**config.mk**
```make
export PLATFORM = sky130hd
export DESIGN_NAME = floor_ceiling_texel_addresser_top_flat
export DESIGN_NICKNAME = d
export VERILOG_FILES = /design/src/design/fcta_pkg.sv /design/src/design/fcta_ifs.sv /design/src/design/fcta_div.sv /design/src/design/fcta_dp.sv /design/src/design/fcta_ctrl.sv /design/src/design/floor_ceiling_texel_addresser_top.sv /design/src/flat_wrapper.sv
export SDC_FILE = /design/constraint.sdc
export NUM_CORES = 2
export LEC_CHECK = 0
export BUFFER_PORTS_ARGS = -buffer_cell sky130_fd_sc_hd__buf_4
export CAP_MARGIN = 20
export CORE_AREA = 2 2 372 264
export CTS_CLUSTER_DIAMETER = 100
export DETAILED_ROUTE_END_ITERATION = 12
export DIE_AREA = 0 0 374 266
export PLACE_DENSITY_LB_ADDON = 0.05
export SLEW_MARGIN = 25
export SYNTH_ARGS = -nofsm -noshare
export SYNTH_HDL_FRONTEND = slang
export SYNTH_SLANG_ARGS = --single-unit
```
**constraint.sdc**
```tcl
create_clock -name clk -period 19.8 [get_ports clk]
set_input_delay 1.98 -clock clk [delete_from_list [all_inputs] [get_ports clk]]
set_output_delay 1.98 -clock clk [all_outputs]
set_load 0.01 [all_outputs]
```
**src/design/fcta_pkg.sv**
```systemverilog
// Package for the floor and ceiling texel addresser: widths, codes, command
// and status structs, word layouts and the texel index function.
// No dependencies; every other design file imports it.
package fcta_pkg;

  localparam int FRAC_BITS    = 16;  // fraction bits of world coordinates
  localparam int MAX_TEX_LOG2 = 8;
  localparam int ACC_W        = 48;
  localparam int POS_W        = 32;
  localparam int VEC_W        = 16;
  localparam int ROW_W        = 12;
  localparam int CFG_W        = 13;
  localparam int MODE_W       = 2;
  localparam int LOG2_W       = 4;
  localparam int TEX_W        = 16;
  localparam int DIST_W       = 28;
  localparam int OP_W         = VEC_W + 1;
  localparam int PROD_W       = DIST_W + OP_W;     // signed product width
  localparam int DIV_W        = PROD_W - 1;        // magnitude width
  localparam int DIV_CNT_W    = $clog2(DIV_W + 1);
  localparam int DIR_SHIFT    = 14;                // Q1.14 direction scale
  localparam int CFG_IDX_W    = 3;

  typedef enum logic [CFG_IDX_W-1:0] {
    CFG_SCREEN_WIDTH,
    CFG_SCREEN_HEIGHT,
    CFG_FLOOR_MODE,
    CFG_CEILING_MODE,
    CFG_FLOOR_LOG2_W,
    CFG_FLOOR_LOG2_H,
    CFG_CEIL_LOG2_W,
    CFG_CEIL_LOG2_H
  } cfg_idx_t;

  localparam logic CMD_ROW_START = 1'b0;
  localparam logic CMD_PIXEL     = 1'b1;

  localparam logic [MODE_W-1:0] MODE_TEXTURED = 2'd0;
  localparam logic [MODE_W-1:0] MODE_SOLID    = 2'd1;

  typedef enum logic {DIV_SRC_DIST, DIV_SRC_PROD} div_src_t;

  typedef enum logic [1:0] {
    MUL_STEP_X,
    MUL_STEP_Y,
    MUL_START_X,
    MUL_START_Y
  } mul_src_t;

  typedef enum logic [3:0] {
    ST_IDLE,
    ST_DIST_GO,
    ST_DIST_WAIT,
    ST_SX_MUL,
    ST_SX_GO,
    ST_SX_WAIT,
    ST_SY_MUL,
    ST_SY_GO,
    ST_SY_WAIT,
    ST_X0_MUL,
    ST_X0_LOAD,
    ST_Y0_MUL,
    ST_Y0_LOAD
  } ctrl_state_t;

  typedef struct packed {
    logic                    row_load;
    logic                    pix_step;
    logic                    div_start;
    div_src_t                div_src;
    logic                    dist_load;
    mul_src_t                mul_src;
    logic                    prod_load;
    logic                    step_x_load;
    logic                    step_y_load;
    logic                    acc_x_load;
    logic                    acc_y_load;
  } ctrl_cmd_t;

  typedef struct packed {
    logic div_done;
  } ctrl_status_t;

  typedef struct packed {
    logic                    cmd;
    logic [ROW_W-1:0]        screen_row;
    logic signed [POS_W-1:0] cam_pos_x;
    logic signed [POS_W-1:0] cam_pos_y;
    logic signed [VEC_W-1:0] view_dir_x;
    logic signed [VEC_W-1:0] view_dir_y;
    logic signed [VEC_W-1:0] view_plane_x;
    logic signed [VEC_W-1:0] view_plane_y;
  } in_item_t;

  typedef struct packed {
    logic [ROW_W-1:0] pixel_column;
    logic [ROW_W-1:0] floor_row_out;
    logic [ROW_W-1:0] ceiling_row_out;
    logic [TEX_W-1:0] floor_texel;
    logic [TEX_W-1:0] ceiling_texel;
    logic             floor_write;
    logic             floor_solid;
    logic             ceiling_write;
    logic             ceiling_solid;
    logic             row_last;
  } out_item_t;

  // Texel index from the fraction bits of the two world coordinates.
  function automatic logic [TEX_W-1:0] texel_index(
    input logic [FRAC_BITS-1:0] fx,
    input logic [FRAC_BITS-1:0] fy,
    input logic [LOG2_W-1:0]    lw_raw,
    input logic [LOG2_W-1:0]    lh_raw
  );
    logic [LOG2_W-1:0]    lw;
    logic [LOG2_W-1:0]    lh;
    logic [FRAC_BITS-1:0] tx;
    logic [FRAC_BITS-1:0] ty;
    lw = (lw_raw > LOG2_W'(MAX_TEX_LOG2)) ? LOG2_W'(MAX_TEX_LOG2) : lw_raw;
    lh = (lh_raw > LOG2_W'(MAX_TEX_LOG2)) ? LOG2_W'(MAX_TEX_LOG2) : lh_raw;
    tx = fx >> (5'(FRAC_BITS) - {1'b0, lw});
    ty = fy >> (5'(FRAC_BITS) - {1'b0, lh});
    return TEX_W'(ty << lw) | TEX_W'(tx);
  endfunction

endpackage

```
**src/design/fcta_ifs.sv**
```systemverilog
// Valid/ready channel interfaces for the texel addresser's input and result words.
// Depends on fcta_pkg for the field widths.
interface fcta_in_if import fcta_pkg::*; ();
  logic                    valid;
  logic                    ready;
  logic                    cmd;
  logic [ROW_W-1:0]        screen_row;
  logic signed [POS_W-1:0] cam_pos_x;
  logic signed [POS_W-1:0] cam_pos_y;
  logic signed [VEC_W-1:0] view_dir_x;
  logic signed [VEC_W-1:0] view_dir_y;
  logic signed [VEC_W-1:0] view_plane_x;
  logic signed [VEC_W-1:0] view_plane_y;

  modport source (output valid, cmd, screen_row, cam_pos_x, cam_pos_y,
                  view_dir_x, view_dir_y, view_plane_x, view_plane_y,
                  input ready);
  modport sink (input valid, cmd, screen_row, cam_pos_x, cam_pos_y,
                view_dir_x, view_dir_y, view_plane_x, view_plane_y,
                output ready);
endinterface

interface fcta_out_if import fcta_pkg::*; ();
  logic             valid;
  logic             ready;
  logic [ROW_W-1:0] pixel_column;
  logic [ROW_W-1:0] floor_row_out;
  logic [ROW_W-1:0] ceiling_row_out;
  logic [TEX_W-1:0] floor_texel;
  logic [TEX_W-1:0] ceiling_texel;
  logic             floor_write;
  logic             floor_solid;
  logic             ceiling_write;
  logic             ceiling_solid;
  logic             row_last;

  modport source (output valid, pixel_column, floor_row_out, ceiling_row_out,
                  floor_texel, ceiling_texel, floor_write, floor_solid,
                  ceiling_write, ceiling_solid, row_last,
                  input ready);
  modport sink (input valid, pixel_column, floor_row_out, ceiling_row_out,
                floor_texel, ceiling_texel, floor_write, floor_solid,
                ceiling_write, ceiling_solid, row_last,
                output ready);
endinterface

```
**src/design/fcta_div.sv**
```systemverilog
// Restoring unsigned divider, one quotient bit per cycle.
// Depends on fcta_pkg for its widths.
module fcta_div import fcta_pkg::*; (
  input  logic             clk,
  input  logic             rst_n,
  input  logic             start,
  input  logic [DIV_W-1:0] dividend,
  input  logic [CFG_W-1:0] divisor,
  output logic             done,
  output logic [DIV_W-1:0] quotient
);

  logic [DIV_CNT_W-1:0] cnt_r, cnt_nxt;
  logic                 run_r, run_nxt;
  logic                 done_r, done_nxt;
  logic [DIV_W-1:0]     quot_r, quot_nxt;
  logic [CFG_W-1:0]     rem_r, rem_nxt;
  logic [CFG_W-1:0]     dsr_r, dsr_nxt;
  logic [CFG_W:0]       shifted;
  logic [CFG_W:0]       trial;

  assign shifted = {rem_r, quot_r[DIV_W-1]};
  assign trial   = shifted - {1'b0, dsr_r};

  always_comb begin
    cnt_nxt  = cnt_r;
    run_nxt  = run_r;
    done_nxt = 1'b0;
    quot_nxt = quot_r;
    rem_nxt  = rem_r;
    dsr_nxt  = dsr_r;
    if (start) begin
      cnt_nxt  = DIV_CNT_W'(DIV_W);
      run_nxt  = 1'b1;
      quot_nxt = dividend;
      rem_nxt  = '0;
      dsr_nxt  = divisor;
    end else if (run_r) begin
      // The remainder stays below the divisor, so the low bits hold it.
      if (!trial[CFG_W]) begin
        rem_nxt = trial[CFG_W-1:0];
      end else begin
        rem_nxt = shifted[CFG_W-1:0];
      end
      quot_nxt = {quot_r[DIV_W-2:0], ~trial[CFG_W]};
      cnt_nxt  = cnt_r - 1'b1;
      if (cnt_r == DIV_CNT_W'(1)) begin
        run_nxt  = 1'b0;
        done_nxt = 1'b1;
      end
    end
  end

  always_ff @(posedge clk) begin
    if (!rst_n) begin
      cnt_r  <= '0;
      run_r  <= 1'b0;
      done_r <= 1'b0;
    end else begin
      cnt_r  <= cnt_nxt;
      run_r  <= run_nxt;
      done_r <= done_nxt;
    end
  end

  always_ff @(posedge clk) begin
    quot_r <= quot_nxt;
    rem_r  <= rem_nxt;
    dsr_r  <= dsr_nxt;
  end

  assign done     = done_r;
  assign quotient = quot_r;

endmodule

```
**src/design/fcta_dp.sv**
```systemverilog
// Datapath: configuration registers, row setup arithmetic, world accumulators
// and the result word register. Depends on fcta_pkg and fcta_div.
module fcta_dp import fcta_pkg::*; (
  input  logic                 clk,
  input  logic                 rst_n,
  input  logic                 cfg_we,
  input  logic [CFG_IDX_W-1:0] cfg_index,
  input  logic [CFG_W-1:0]     cfg_wdata,
  input  in_item_t             in_item,
  input  ctrl_cmd_t            cmd,
  output ctrl_status_t         status,
  output out_item_t            out_item
);

  // Configuration registers.
  logic [CFG_W-1:0]  width_r, height_r;
  logic [MODE_W-1:0] fmode_r, cmode_r;
  logic [LOG2_W-1:0] flw_r, flh_r, clw_r, clh_r;

  always_ff @(posedge clk) begin
    if (!rst_n) begin
      width_r  <= CFG_W'(640);
      height_r <= CFG_W'(480);
      fmode_r  <= MODE_TEXTURED;
      cmode_r  <= MODE_TEXTURED;
      flw_r    <= LOG2_W'(6);
      flh_r    <= LOG2_W'(6);
      clw_r    <= LOG2_W'(6);
      clh_r    <= LOG2_W'(6);
    end else if (cfg_we) begin
      unique case (cfg_idx_t'(cfg_index))
        CFG_SCREEN_WIDTH:  width_r  <= cfg_wdata;
        CFG_SCREEN_HEIGHT: height_r <= cfg_wdata;
        CFG_FLOOR_MODE:    fmode_r  <= cfg_wdata[MODE_W-1:0];
        CFG_CEILING_MODE:  cmode_r  <= cfg_wdata[MODE_W-1:0];
        CFG_FLOOR_LOG2_W:  flw_r    <= cfg_wdata[LOG2_W-1:0];
        CFG_FLOOR_LOG2_H:  flh_r    <= cfg_wdata[LOG2_W-1:0];
        CFG_CEIL_LOG2_W:   clw_r    <= cfg_wdata[LOG2_W-1:0];
        CFG_CEIL_LOG2_H:   clh_r    <= cfg_wdata[LOG2_W-1:0];
        default: ;
      endcase
    end
  end

  // Row state and world accumulators.
  logic [ROW_W-1:0]         row_r, col_r;
  logic signed [ACC_W-1:0]  acc_x_r, acc_y_r, step_x_r, step_y_r;
  logic signed [POS_W-1:0]  pos_x_r, pos_y_r;
  logic signed [VEC_W-1:0]  dir_x_r, dir_y_r, plane_x_r, plane_y_r;
  logic [DIST_W-1:0]        dist_r;
  logic signed [PROD_W-1:0] prod_r;
  out_item_t                out_r;

  // Row offset below the horizon, clamped to at least one.
  logic signed [ROW_W+1:0] off_s;
  logic [CFG_W-1:0]        off_div;
  logic [CFG_W-1:0]        w_div;
  logic [DIV_W-1:0]        div_dividend;
  logic [CFG_W-1:0]        div_divisor;
  logic [DIV_W-1:0]        div_quot;
  logic                    div_done;
  logic [PROD_W-1:0]       prod_mag;

  assign off_s   = $signed({2'b00, row_r}) - $signed({2'b00, height_r[CFG_W-1:1]});
  assign off_div = (off_s < 14'sd1) ? CFG_W'(1) : off_s[CFG_W-1:0];
  assign w_div   = (width_r == '0) ? CFG_W'(1) : width_r;
  assign prod_mag = prod_r[PROD_W-1] ? PROD_W'(-prod_r) : PROD_W'(prod_r);

  always_comb begin
    if (cmd.div_src == DIV_SRC_DIST) begin
      div_dividend = DIV_W'(height_r) << (FRAC_BITS - 1);
      div_divisor  = off_div;
    end else begin
      div_dividend = prod_mag[DIV_W-1:0];
      div_divisor  = w_div;
    end
  end

  fcta_div u_div (
    .clk      (clk),
    .rst_n    (rst_n),
    .start    (cmd.div_start),
    .dividend (div_dividend),
    .divisor  (div_divisor),
    .done     (div_done),
    .quotient (div_quot)
  );

  assign status.div_done = div_done;

  // One shared multiplier: row distance times a direction term.
  logic signed [OP_W-1:0]   mul_op;
  logic signed [PROD_W:0]   mul_full;

  always_comb begin
    unique case (cmd.mul_src)
      MUL_STEP_X:  mul_op = {plane_x_r, 1'b0};
      MUL_STEP_Y:  mul_op = {plane_y_r, 1'b0};
      MUL_START_X: mul_op = OP_W'($signed({dir_x_r[VEC_W-1], dir_x_r})
                                  - $signed({plane_x_r[VEC_W-1], plane_x_r}));
      MUL_START_Y: mul_op = OP_W'($signed({dir_y_r[VEC_W-1], dir_y_r})
                                  - $signed({plane_y_r[VEC_W-1], plane_y_r}));
      default:     mul_op = '0;
    endcase
  end

  assign mul_full = $signed({1'b0, dist_r}) * mul_op;

  // Quotient gets the sign back (truncating division), then a floor shift.
  logic signed [PROD_W-1:0] q_signed, q_shift, p_shift;
  logic signed [ACC_W-1:0]  step_nxt, start_off;

  assign q_signed  = prod_r[PROD_W-1] ? -$signed({1'b0, div_quot})
                                      : $signed({1'b0, div_quot});
  assign q_shift   = q_signed >>> DIR_SHIFT;
  assign p_shift   = prod_r >>> DIR_SHIFT;
  assign step_nxt  = {{(ACC_W-PROD_W){q_shift[PROD_W-1]}}, q_shift};
  assign start_off = {{(ACC_W-PROD_W){p_shift[PROD_W-1]}}, p_shift};

  // Result word for the current column.
  logic [CFG_W-1:0] w_one, w_lim, last_col;
  out_item_t        out_nxt;

  assign w_one    = (width_r == '0) ? CFG_W'(1) : width_r;
  assign w_lim    = (w_one > CFG_W'(1 << ROW_W)) ? CFG_W'(1 << ROW_W) : w_one;
  assign last_col = w_lim - CFG_W'(1);

  always_comb begin
    out_nxt.pixel_column    = col_r;
    out_nxt.floor_row_out   = row_r;
    out_nxt.ceiling_row_out = height_r[ROW_W-1:0] - row_r - ROW_W'(1);
    out_nxt.floor_texel     = (fmode_r == MODE_TEXTURED)
        ? texel_index(acc_x_r[FRAC_BITS-1:0], acc_y_r[FRAC_BITS-1:0], flw_r, flh_r)
        : '0;
    out_nxt.ceiling_texel   = (cmode_r == MODE_TEXTURED)
        ? texel_index(acc_x_r[FRAC_BITS-1:0], acc_y_r[FRAC_BITS-1:0], clw_r, clh_r)
        : '0;
    out_nxt.floor_write     = !fmode_r[MODE_W-1];
    out_nxt.floor_solid     = (fmode_r == MODE_SOLID);
    out_nxt.ceiling_write   = !cmode_r[MODE_W-1];
    out_nxt.ceiling_solid   = (cmode_r == MODE_SOLID);
    out_nxt.row_last        = ({1'b0, col_r} == last_col);
  end

  always_ff @(posedge clk) begin
    if (!rst_n) begin
      row_r    <= '0;
      col_r    <= '0;
      acc_x_r  <= '0;
      acc_y_r  <= '0;
      step_x_r <= '0;
      step_y_r <= '0;
    end else begin
      if (cmd.row_load) begin
        row_r <= in_item.screen_row;
        col_r <= '0;
      end else if (cmd.pix_step) begin
        col_r <= col_r + ROW_W'(1);
      end
      if (cmd.step_x_load) step_x_r <= step_nxt;
      if (cmd.step_y_load) step_y_r <= step_nxt;
      if (cmd.acc_x_load) begin
        acc_x_r <= {{(ACC_W-POS_W){pos_x_r[POS_W-1]}}, pos_x_r} + start_off;
      end else if (cmd.pix_step) begin
        acc_x_r <= acc_x_r + step_x_r;
      end
      if (cmd.acc_y_load) begin
        acc_y_r <= {{(ACC_W-POS_W){pos_y_r[POS_W-1]}}, pos_y_r} + start_off;
      end else if (cmd.pix_step) begin
        acc_y_r <= acc_y_r + step_y_r;
      end
    end
  end

  always_ff @(posedge clk) begin
    if (cmd.row_load) begin
      pos_x_r   <= in_item.cam_pos_x;
      pos_y_r   <= in_item.cam_pos_y;
      dir_x_r   <= in_item.view_dir_x;
      dir_y_r   <= in_item.view_dir_y;
      plane_x_r <= in_item.view_plane_x;
      plane_y_r <= in_item.view_plane_y;
    end
    if (cmd.dist_load) dist_r <= div_quot[DIST_W-1:0];
    if (cmd.prod_load) prod_r <= mul_full[PROD_W-1:0];
    if (cmd.pix_step)  out_r  <= out_nxt;
  end

  assign out_item = out_r;

endmodule

```
**src/design/fcta_ctrl.sv**
```systemverilog
// Controller: handshakes, result word valid flag and the row setup sequence.
// Depends on fcta_pkg; drives fcta_dp through ctrl_cmd_t.
module fcta_ctrl import fcta_pkg::*; (
  input  logic         clk,
  input  logic         rst_n,
  input  logic         in_valid,
  input  logic         in_cmd,
  input  logic         out_ready,
  input  ctrl_status_t status,
  output logic         in_ready,
  output logic         out_valid,
  output ctrl_cmd_t    cmd
);

  ctrl_state_t state_r, state_nxt;
  logic        out_valid_r, out_valid_nxt;
  logic        accept;

  // The result register frees up in the same cycle its word is taken.
  assign in_ready = (state_r == ST_IDLE) && (!out_valid_r || out_ready);
  assign accept   = in_valid && in_ready;

  always_comb begin
    state_nxt = state_r;
    unique case (state_r)
      ST_IDLE:      if (accept && in_cmd == CMD_ROW_START) state_nxt = ST_DIST_GO;
      ST_DIST_GO:   state_nxt = ST_DIST_WAIT;
      ST_DIST_WAIT: if (status.div_done) state_nxt = ST_SX_MUL;
      ST_SX_MUL:    state_nxt = ST_SX_GO;
      ST_SX_GO:     state_nxt = ST_SX_WAIT;
      ST_SX_WAIT:   if (status.div_done) state_nxt = ST_SY_MUL;
      ST_SY_MUL:    state_nxt = ST_SY_GO;
      ST_SY_GO:     state_nxt = ST_SY_WAIT;
      ST_SY_WAIT:   if (status.div_done) state_nxt = ST_X0_MUL;
      ST_X0_MUL:    state_nxt = ST_X0_LOAD;
      ST_X0_LOAD:   state_nxt = ST_Y0_MUL;
      ST_Y0_MUL:    state_nxt = ST_Y0_LOAD;
      ST_Y0_LOAD:   state_nxt = ST_IDLE;
      default:      state_nxt = ST_IDLE;
    endcase
  end

  always_comb begin
    cmd             = '0;
    cmd.div_src     = DIV_SRC_PROD;
    cmd.mul_src     = MUL_STEP_X;
    cmd.row_load    = accept && (in_cmd == CMD_ROW_START);
    cmd.pix_step    = accept && (in_cmd == CMD_PIXEL);
    unique case (state_r)
      ST_IDLE: ;
      ST_DIST_GO: begin
        cmd.div_src   = DIV_SRC_DIST;
        cmd.div_start = 1'b1;
      end
      ST_DIST_WAIT: cmd.dist_load = status.div_done;
      ST_SX_MUL: begin
        cmd.mul_src   = MUL_STEP_X;
        cmd.prod_load = 1'b1;
      end
      ST_SX_GO:   cmd.div_start   = 1'b1;
      ST_SX_WAIT: cmd.step_x_load = status.div_done;
      ST_SY_MUL: begin
        cmd.mul_src   = MUL_STEP_Y;
        cmd.prod_load = 1'b1;
      end
      ST_SY_GO:   cmd.div_start   = 1'b1;
      ST_SY_WAIT: cmd.step_y_load = status.div_done;
      ST_X0_MUL: begin
        cmd.mul_src   = MUL_START_X;
        cmd.prod_load = 1'b1;
      end
      ST_X0_LOAD: cmd.acc_x_load = 1'b1;
      ST_Y0_MUL: begin
        cmd.mul_src   = MUL_START_Y;
        cmd.prod_load = 1'b1;
      end
      ST_Y0_LOAD: cmd.acc_y_load = 1'b1;
      default: ;
    endcase
  end

  always_comb begin
    out_valid_nxt = out_valid_r;
    if (cmd.pix_step) begin
      out_valid_nxt = 1'b1;
    end else if (out_ready) begin
      out_valid_nxt = 1'b0;
    end
  end

  always_ff @(posedge clk) begin
    if (!rst_n) begin
      state_r     <= ST_IDLE;
      out_valid_r <= 1'b0;
    end else begin
      state_r     <= state_nxt;
      out_valid_r <= out_valid_nxt;
    end
  end

  assign out_valid = out_valid_r;

endmodule

```
**src/design/floor_ceiling_texel_addresser_top.sv**
```systemverilog
// Top level of the floor and ceiling texel addresser.
// Depends on fcta_pkg, fcta_ifs, fcta_ctrl and fcta_dp.
//
//   channel  direction  handshake        word
//   in_ch    sink       valid / ready    row start or pixel request
//   out_ch   source     valid / ready    one pixel's rows, texels and flags
//   cfg_*    write      cfg_we           register index and data
//
// A pixel word is taken every cycle while no row start is in setup and the
// result register is free or being read; its result appears on the next cycle.
// A row start runs the shared 44-step divider three times (row distance, then
// the x and y column steps), plus four multiplies.
// Reset is synchronous and active low. A stalled result holds the input off.
module floor_ceiling_texel_addresser_top import fcta_pkg::*; (
  input  logic                 clk,
  input  logic                 rst_n,
  fcta_in_if.sink              in_ch,
  fcta_out_if.source           out_ch,
  input  logic                 cfg_we,
  input  logic [CFG_IDX_W-1:0] cfg_index,
  input  logic [CFG_W-1:0]     cfg_wdata
);

  in_item_t     in_item;
  out_item_t    out_item;
  ctrl_cmd_t    cmd;
  ctrl_status_t status;

  assign in_item.cmd          = in_ch.cmd;
  assign in_item.screen_row   = in_ch.screen_row;
  assign in_item.cam_pos_x    = in_ch.cam_pos_x;
  assign in_item.cam_pos_y    = in_ch.cam_pos_y;
  assign in_item.view_dir_x   = in_ch.view_dir_x;
  assign in_item.view_dir_y   = in_ch.view_dir_y;
  assign in_item.view_plane_x = in_ch.view_plane_x;
  assign in_item.view_plane_y = in_ch.view_plane_y;

  fcta_ctrl u_ctrl (
    .clk       (clk),
    .rst_n     (rst_n),
    .in_valid  (in_ch.valid),
    .in_cmd    (in_ch.cmd),
    .out_ready (out_ch.ready),
    .status    (status),
    .in_ready  (in_ch.ready),
    .out_valid (out_ch.valid),
    .cmd       (cmd)
  );

  fcta_dp u_dp (
    .clk       (clk),
    .rst_n     (rst_n),
    .cfg_we    (cfg_we),
    .cfg_index (cfg_index),
    .cfg_wdata (cfg_wdata),
    .in_item   (in_item),
    .cmd       (cmd),
    .status    (status),
    .out_item  (out_item)
  );

  assign out_ch.pixel_column    = out_item.pixel_column;
  assign out_ch.floor_row_out   = out_item.floor_row_out;
  assign out_ch.ceiling_row_out = out_item.ceiling_row_out;
  assign out_ch.floor_texel     = out_item.floor_texel;
  assign out_ch.ceiling_texel   = out_item.ceiling_texel;
  assign out_ch.floor_write     = out_item.floor_write;
  assign out_ch.floor_solid     = out_item.floor_solid;
  assign out_ch.ceiling_write   = out_item.ceiling_write;
  assign out_ch.ceiling_solid   = out_item.ceiling_solid;
  assign out_ch.row_last        = out_item.row_last;

`ifndef ASSERT_OFF
  // A row start occupies the setup sequence, so the input closes right after it.
  a_row_start_busy: assert property (@(posedge clk) disable iff (!rst_n)
    (in_ch.valid && in_ch.ready && in_ch.cmd == CMD_ROW_START) |=> !in_ch.ready)
    else $error("input still open after a row start");

  // Every pixel word yields a result word on the next cycle.
  a_pixel_result: assert property (@(posedge clk) disable iff (!rst_n)
    (in_ch.valid && in_ch.ready && in_ch.cmd == CMD_PIXEL) |=> out_ch.valid)
    else $error("pixel word produced no result");

  // A result word only appears after a pixel word was taken.
  a_result_source: assert property (@(posedge clk) disable iff (!rst_n)
    $rose(out_ch.valid) |-> $past(in_ch.valid && in_ch.ready && in_ch.cmd == CMD_PIXEL))
    else $error("result word without a pixel word");

  // The divider never reports done during the multiply steps.
  a_div_done_seq: assert property (@(posedge clk) disable iff (!rst_n)
    cmd.prod_load |-> !status.div_done)
    else $error("divider finished outside a wait step");
`endif

endmodule

```
**src/flat_wrapper.sv**
```systemverilog
// flat-port wrapper written by rule: the top's interface ports become plain ports
module floor_ceiling_texel_addresser_top_flat import fcta_pkg::*;
  (clk, rst_n, cfg_we, cfg_index, cfg_wdata, in_ch_valid, in_ch_cmd, in_ch_screen_row, in_ch_cam_pos_x, in_ch_cam_pos_y, in_ch_view_dir_x, in_ch_view_dir_y, in_ch_view_plane_x, in_ch_view_plane_y, in_ch_ready, out_ch_valid, out_ch_pixel_column, out_ch_floor_row_out, out_ch_ceiling_row_out, out_ch_floor_texel, out_ch_ceiling_texel, out_ch_floor_write, out_ch_floor_solid, out_ch_ceiling_write, out_ch_ceiling_solid, out_ch_row_last, out_ch_ready);
  fcta_in_if in_ch_i ();
  fcta_out_if out_ch_i ();
  input  logic clk;
  input  logic rst_n;
  input  logic cfg_we;
  input  logic [CFG_IDX_W-1:0] cfg_index;
  input  logic [CFG_W-1:0] cfg_wdata;
  input wire logic [$bits(in_ch_i.valid)-1:0] in_ch_valid;
  input wire logic [$bits(in_ch_i.cmd)-1:0] in_ch_cmd;
  input wire logic [$bits(in_ch_i.screen_row)-1:0] in_ch_screen_row;
  input wire logic [$bits(in_ch_i.cam_pos_x)-1:0] in_ch_cam_pos_x;
  input wire logic [$bits(in_ch_i.cam_pos_y)-1:0] in_ch_cam_pos_y;
  input wire logic [$bits(in_ch_i.view_dir_x)-1:0] in_ch_view_dir_x;
  input wire logic [$bits(in_ch_i.view_dir_y)-1:0] in_ch_view_dir_y;
  input wire logic [$bits(in_ch_i.view_plane_x)-1:0] in_ch_view_plane_x;
  input wire logic [$bits(in_ch_i.view_plane_y)-1:0] in_ch_view_plane_y;
  output wire logic [$bits(in_ch_i.ready)-1:0] in_ch_ready;
  output wire logic [$bits(out_ch_i.valid)-1:0] out_ch_valid;
  output wire logic [$bits(out_ch_i.pixel_column)-1:0] out_ch_pixel_column;
  output wire logic [$bits(out_ch_i.floor_row_out)-1:0] out_ch_floor_row_out;
  output wire logic [$bits(out_ch_i.ceiling_row_out)-1:0] out_ch_ceiling_row_out;
  output wire logic [$bits(out_ch_i.floor_texel)-1:0] out_ch_floor_texel;
  output wire logic [$bits(out_ch_i.ceiling_texel)-1:0] out_ch_ceiling_texel;
  output wire logic [$bits(out_ch_i.floor_write)-1:0] out_ch_floor_write;
  output wire logic [$bits(out_ch_i.floor_solid)-1:0] out_ch_floor_solid;
  output wire logic [$bits(out_ch_i.ceiling_write)-1:0] out_ch_ceiling_write;
  output wire logic [$bits(out_ch_i.ceiling_solid)-1:0] out_ch_ceiling_solid;
  output wire logic [$bits(out_ch_i.row_last)-1:0] out_ch_row_last;
  input wire logic [$bits(out_ch_i.ready)-1:0] out_ch_ready;
  assign in_ch_i.valid = in_ch_valid;
  assign in_ch_i.cmd = in_ch_cmd;
  assign in_ch_i.screen_row = in_ch_screen_row;
  assign in_ch_i.cam_pos_x = in_ch_cam_pos_x;
  assign in_ch_i.cam_pos_y = in_ch_cam_pos_y;
  assign in_ch_i.view_dir_x = in_ch_view_dir_x;
  assign in_ch_i.view_dir_y = in_ch_view_dir_y;
  assign in_ch_i.view_plane_x = in_ch_view_plane_x;
  assign in_ch_i.view_plane_y = in_ch_view_plane_y;
  assign in_ch_ready = in_ch_i.ready;
  assign out_ch_valid = out_ch_i.valid;
  assign out_ch_pixel_column = out_ch_i.pixel_column;
  assign out_ch_floor_row_out = out_ch_i.floor_row_out;
  assign out_ch_ceiling_row_out = out_ch_i.ceiling_row_out;
  assign out_ch_floor_texel = out_ch_i.floor_texel;
  assign out_ch_ceiling_texel = out_ch_i.ceiling_texel;
  assign out_ch_floor_write = out_ch_i.floor_write;
  assign out_ch_floor_solid = out_ch_i.floor_solid;
  assign out_ch_ceiling_write = out_ch_i.ceiling_write;
  assign out_ch_ceiling_solid = out_ch_i.ceiling_solid;
  assign out_ch_row_last = out_ch_i.row_last;
  assign out_ch_i.ready = out_ch_ready;
  floor_ceiling_texel_addresser_top u_core (.clk(clk), .rst_n(rst_n), .in_ch(in_ch_i), .out_ch(out_ch_i), .cfg_we(cfg_we), .cfg_index(cfg_index), .cfg_wdata(cfg_wdata));
endmodule
```
# Word level (Yosys, flattened, before mapping)
# Index checks and enable logic that the tools add are counted.
[classes]
addsub = 19
n_mul = 1
magnitude_cmp = 6
n_eq_ne = 30
n_shift = 6
muxes = 39
n_bitwise = 6
n_reduce_logical = 31
[ops]
columns = ["cell", "count"]
rows = [
  ["$mux W48", 4],
  ["$mux W44", 4],
  ["$add A48 B31 Y48", 2],
  ["$pmux W17 S4", 1],
  ["$add A32 B31 Y33", 2],
  ["$mux W13", 5],
  ["$shr A16 B5 Y16", 4],
  ["$pmux W4 S12", 1],
  ["$mul A29 B17 Y45", 1],
  ["$mux W45", 1],
  ["$neg A44 Y45", 1],
  ["$neg A44 Y44", 1],
  ["$sub A16 B16 Y17", 2],
  ["$mux W4", 8],
  ["$or A16 B16 Y16", 2],
  ["$shl A16 B4 Y16", 2],
  ["$eq A4 B4 Y1 const B", 5],
  ["$sub A5 B4 Y5 const A", 4],
  ["$eq A4 B3 Y1 const B", 4],
  ["$gt A4 B4 Y1 const B", 4],
  ["$reduce_and A2 Y1", 8],
  ["$sub A14 B13 Y14", 1],
  ["$eq A12 B13 Y1", 1],
  ["$gt A13 B13 Y1 const B", 1],
  ["other kinds (32)", 69],
]
[totals]
register_bits = 585
word_cells = 179

# Logic depth before layout (Yosys ltp)
[logic_depth]
word_depth = 7
ltp_mapped = 35

# Modules after synthesis
# Synthesis repeated with hierarchy kept, for this count alone.
[unflattened]
cells_unflattened = 4587
area_unflattened_um2 = 43157.6
[modules_own_cells]
columns = ["mod", "n_inst", "cells_each", "area_per_inst_um2", "seq_area_each_um2"]
rows = [
  ["fcta_dp", 1, 4225, 38877.3, 9949.5],
  ["fcta_div", 1, 301, 3846.2, 2132.0],
  ["fcta_ctrl", 1, 61, 434.2, 100.1],
]

# Least setup slack after synthesis
# OpenSTA, ideal clock, no wires.
[synth_path]
kind = "register to register"
from = "register u_core.u_dp.plane_y_r[1]"
to = "register u_core.u_dp.prod_r[38], data pin"
t_arrival_ns = 8.408
required_time_ns = 19.536
path_slack_ns = 11.129
stages_incl_launch_ff = 32
n_path_buf = 2
path_cell_list = "edfxtp_1 inv_1 ha_1 nor2b_1 o31a_1 o311a_1 o21ai_0 a21boi_0 o21a_1 o31ai_1 clkbuf_1 nand2_1 fa_1 inv_1 fa_1 fa_1 fa_1 fa_1 inv_1 fa_1 inv_1 ha_1 clkbuf_1 a2111oi_0 o21ai_0 a31oi_1 o21bai_1 nor2_1 o21ai_0 a311o_1 a221oi_1 xnor2_1"
[synth_between]
elab_chain_cells = 3
[synth_rtl]
columns = ["item", "line", "rtl"]
rows = [
  ["start: declaration", "fcta_dp.sv:49", "logic signed [VEC_W-1:0] dir_x_r, dir_y_r, plane_x_r, plane_y_r;"],
  ["start signal: assignment", "fcta_dp.sv:182", "plane_y_r <= in_item.view_plane_y;"],
  ["$sub A16 B16 Y17", "fcta_dp.sv:102", "- $signed({plane_y_r[VEC_W-1], plane_y_r}));"],
  ["$pmux W17 S4 (*)", "fcta_dp.sv:96", "unique case (cmd.mul_src)"],
  ["$mul A29 B17 Y45 (*)", "fcta_dp.sv:107", "assign mul_full = $signed({1'b0, dist_r}) * mul_op;"],
  ["named net u_core.u_dp.mul_full[38]", "fcta_dp.sv:93", "logic signed [PROD_W:0] mul_full;"],
  ["end signal: assignment", "fcta_dp.sv:185", "if (cmd.prod_load) prod_r <= mul_full[PROD_W-1:0];"],
  ["end: declaration", "fcta_dp.sv:51", "logic signed [PROD_W-1:0] prod_r;"],
]
# Mark *: on every way through the listed nets, which the timed path passes. The rest lies on a longest branch.
# A chain may end at the register's enable or synchronous reset.

# Worst setup path in the final report
[layout_path]
from = "register u_core.u_ctrl.state_r[2]"
to = "register u_core.u_dp.prod_r[38], data pin"
[layout_between]
elab_chain_cells = 5
[layout_rtl]
columns = ["item", "line", "rtl"]
rows = [
  ["start: declaration", "fcta_ctrl.sv:15", "ctrl_state_t state_r, state_nxt;"],
  ["start signal: assignment", "fcta_ctrl.sv:96", "state_r <= state_nxt;"],
  ["$eq A4 B4 Y1 (tied with other cells)", "fcta_ctrl.sv:49", "unique case (state_r)"],
  ["$pmux W3 S4 (*)", "fcta_ctrl.sv:49", ""],
  ["$eq A2 B2 Y1 (tied with other cells)", "fcta_dp.sv:96", ""],
  ["$pmux W17 S4 (*)", "fcta_dp.sv:96", ""],
  ["$mul A29 B17 Y45 (*)", "fcta_dp.sv:107", ""],
  ["named net u_core.u_dp.mul_full[38]", "fcta_dp.sv:93", ""],
]
# Marked as above.

==> impl_metrics.json <==
{
  "run_status": "finished clean",
  "final_nets": 5565,
  "cts.sinks": 459,
  "detail_route.first_pass.iterations": 6,
  "switch_pwr_mw": 1.84,
  "power.share.switching": 0.409,
  "overflow": 0,
  "timing.slew.headroom": 0.323,
  "average_cell_area_after_synthesis_um2": 9.25,
  "die_y_um": 266,
  "tritoncts": "done",
  "timing.critical_path.required_ns": 20.16,
  "yosys.cell_types.count": 87,
  "critical-path-max-stage-delay_ns": 0.78,
  "number_of_storage_elements_in_the_synthesis_netlist": 459,
  "power.density_nw_per_um2": 94.5,
  "final_antenna_net_count": 0,
  "post-cts-setup-buffers": 0,
  "power.leakage_nw": 21.3,
  "power_frac_clock": 0.228,
  "core_area_um2": 96500,
  "critical_path.endpoint_type": "flop",
  "drv_slew": 0,
  "cp_max_fo": 19,
  "worst_hold_path_depth": 0,
  "critical_path_class": "reg2reg",
  "vias": 33100,
  "start_util": 0.444,
  "synth-warning-count": 0,
  "yosys_most_used_dff": "sky130_fd_sc_hd__edfxtp_1",
  "period_minus_slack_ns": 10.11,
  "cts_inserted_buffers": 51,
  "routabilityCongestion": 0.899,
  "clock-root-buffer": "sky130_fd_sc_hd__clkbuf_16",
  "hpwlAfterDp_mm": 93.3,
  "buffer_ports.inserted": 204,
  "fin_setup_tns_ns": 0,
  "final.setup_skew_ns": 0.0490,
  "clock_pin_slew_reported_for_the_worst_setup_and_hold_paths_after_clock_tree_synthesis_ns": 0.07,
  "startpoint_type": "flop",
  "wl_per_cell_um": 20.4,
  "cap_violations": 0,
  "crit_path_frequent_cell": "sky130_fd_sc_hd__fa_1",
  "max_clock_freq_ghz": 0.0989,
  "cts_repair_resize_count": 0,
  "yosys.area.top_type_share": 0.210,
  "remaining_routing_drc_violations": 0,
  "finalHoldViolCount": 0,
  "post_drt_via_cell_ratio": 5.49,
  "cts-hold-fix-buffers": 0,
  "sequential_area_share_after_synthesis": 0.285,
  "reg2regPathDepth": 26,
  "drtIter0Drc": 2756,
  "ir_drop_uv": 148,
  "combPwrFrac": 0.499,
  "insertion_delay_ns": 0.66,
  "placementRows": 96,
  "grt_max_degree": 81,
  "fill_cells": 9252,
  "via_count_of_the_first_global_routing_pass": 32100,
  "hold-path-endpoint": "u_core.u_dp.out_item[49]$_DFFE_PP_",
  "r2r_start": "u_core.u_ctrl.state_r[2]$_SDFFE_PN0P_",
  "fin_ws_ns": 9.69,
  "antenna_found_initial": 3,
  "track_usage": 0.250,
  "rsz0062_at_grt": "false",
  "count_of_flip_flops_with_a_built_in_enable_after_synthesis": 299,
  "syn_nets": 5470,
  "layout.cells.most_common_list": "sky130_fd_sc_hd__inv_1, sky130_fd_sc_hd__nand2_1, sky130_fd_sc_hd__fa_1",
  "timing.final.crit_share": 0.511,
  "critPathSlowestCell": "sky130_fd_sc_hd__and2_1",
  "r2r_end": "u_core.u_dp.prod_r[38]$_DFFE_PP_",
  "worstPathArrival_ns": 10.47,
  "sequentialPowerShare": 0.273,
  "tightestPinTransition_ns": 1.01,
  "async_reset_ff_frac": 0,
  "drt-total-wl_mm": 123,
  "netlist_top_cells_area": "sky130_fd_sc_hd__edfxtp_1, sky130_fd_sc_hd__fa_1, sky130_fd_sc_hd__ha_1",
  "post_synth_instance_area_um2": 42800,
  "cts.path.max_buffers": 3,
  "library_cell_occupying_the_most_area_in_the_post_synthesis_netlist": "sky130_fd_sc_hd__edfxtp_1",
  "hold_path.class": "reg2reg",
  "grt_pass1_wl_mm": 193,
  "final_layout_size_suffix_gt1_frac": 0.0892,
  "setup_viol": 0,
  "area_delta_synth_final_pct": 11.0,
  "layout.cells.most_common": "sky130_fd_sc_hd__inv_1",
  "netlist_instances": 4627,
  "dp_worst_setup_slack_ns": 9.62,
  "floorplan.io_pins": 237,
  "fp.dieArea_um2": 99500,
  "cellInternalPower_mw": 2.65,
  "fp.dieW_um": 374,
  "reg2reg_setup_slack_ns": 9.69,
  "h_tree_level_count": 2,
  "hold_start": "u_core.u_dp.row_r[0]$_SDFFE_PN0P_"
}
[synthesized netlist by cell type (all sizes together), types with 17 or more instances]
cell,instances
nor2b,70
a21o,50
o21ai,247
a21oi,208
nor4,19
o21a,39
and2,164
nand2,612
a31oi,26
or3,29
nand2b,34
xnor2,102
inv,622
clkbuf,190
nand4,17
fa,398
o31ai,24
o22ai,20
nor2,209
mux2i,127
edfxtp,299
and3,30
a21boi,64
o211a,29
nor3,55
xor2,119
buf,17
nand3,77
o211ai,27
ha,283
dfxtp,160
or2,25
a211oi,41
[power groups by stage]
stage	logic (mW)	clock network [mW]	registers, mW
2_1_floorplan	1.63	0	1.22
3_3_place_gp	2.24	0	1.24
3_5_place_dp	2.25	0	1.24
4_1_cts	2.26	1.05	1.22
5_1_grt	2.54	1.09	1.23
6_report	2.24	1.02	1.22
[sequential cells by signal, summed over array words and instances, names as in the netlist, 16 cells and up]
| signal | flops |
|---|---|
| u_core.u_dp.acc_x_r | 16 |
| u_core.u_dp.acc_y_r | 16 |
| u_core.u_dp.dir_x_r | 16 |
| u_core.u_dp.dir_y_r | 16 |
| u_core.u_dp.dist_r | 28 |
| u_core.u_dp.out_item | 73 |
| u_core.u_dp.plane_x_r | 16 |
| u_core.u_dp.plane_y_r | 16 |
| u_core.u_dp.pos_x_r | 16 |
| u_core.u_dp.pos_y_r | 16 |
| u_core.u_dp.prod_r | 45 |
| u_core.u_dp.step_x_r | 16 |
| u_core.u_dp.step_y_r | 16 |
| u_core.u_dp.u_div.quotient | 44 |
[cell families (layout without fill, tap and decap cells)]
logic type	Yosys count	count (layout)	synth area share
muxes	145	145	0.0373
other	0	1	0
xor gates and xnor gates	221	221	0.0452
and+or+nand+nor	1383	1383	0.153
adders and majority gates	681	681	0.269
buffers and inverters	830	968	0.0730
AOI/OAI and AO/OA	908	908	0.138
DFF	459	459	0.285
[worst max-delay path: cells and delay by family, from the launching register on]
family / cells / cell delay (ns)
simple gates: 4 / 1.96
fa+ha+maj: 7 / 3.48
flops: 1 / 0.53
compound gates: 11 / 3.60
xor+xnor: 1 / 0.11
buf+inv: 3 / 0.14
[per-stage QoR]
stage | utilization | area [µm²] | instances | hold slack, ns | power [mW]
final | 0.492 | 47500 | 6040 | 0.461 | 4.49
after global routing | 0.492 | 47500 | 6039 | 0.480 | 4.86
after CTS | 0.492 | 47400 | 6037 | 0.465 | 4.54
after detailed placement | 0.473 | 45600 | 5941 | 0.453 | 3.49
after global placement | 0.473 | 45600 | 5941 | 0.444 | 3.48
after floorplan | - | 42800 | 4627 | 0.403 | 2.86
[per-layer routing]
layer,GRT usage,vias to the layer above,wire length (µm)
li1,-,15800,-
met5,0,-,0
met4,0.0368,0,1490
met3,0.0418,94,8980
met2,0.351,949,49000
met1,0.403,16300,63700
[final cells by class]
type,instances,area (µm²),share of cell area
Antenna cell,1,2.50,0.0000527
Sequential cell,459,12200,0.256
Timing Repair Buffer,249,1910,0.0402
Inverter,623,2340,0.0494
Clock buffer,64,1370,0.0287
Clock inverter,32,422,0.00888
Tap cell,1274,1590,0.0336
Multi-Input combinational cell,3338,27700,0.583
[worst max path at each step]
stage,start,end,cells after the start
after floorplan,u_core.u_dp.plane_y_r[1]$_DFFE_PP_,u_core.u_dp.prod_r[38]$_DFFE_PP_,31
after global placement,u_core.u_ctrl.state_r[2]$_SDFFE_PN0P_,u_core.u_dp.prod_r[38]$_DFFE_PP_,25
after detailed placement,u_core.u_dp.plane_x_r[1]$_DFFE_PP_,u_core.u_dp.prod_r[38]$_DFFE_PP_,28
after CTS,u_core.u_dp.plane_x_r[1]$_DFFE_PP_,u_core.u_dp.prod_r[38]$_DFFE_PP_,28
after global routing,u_core.u_ctrl.state_r[2]$_SDFFE_PN0P_,u_core.u_dp.prod_r[38]$_DFFE_PP_,26
final,u_core.u_ctrl.state_r[2]$_SDFFE_PN0P_,u_core.u_dp.prod_r[38]$_DFFE_PP_,26
Note: power is estimated with default switching activity, not from simulation.
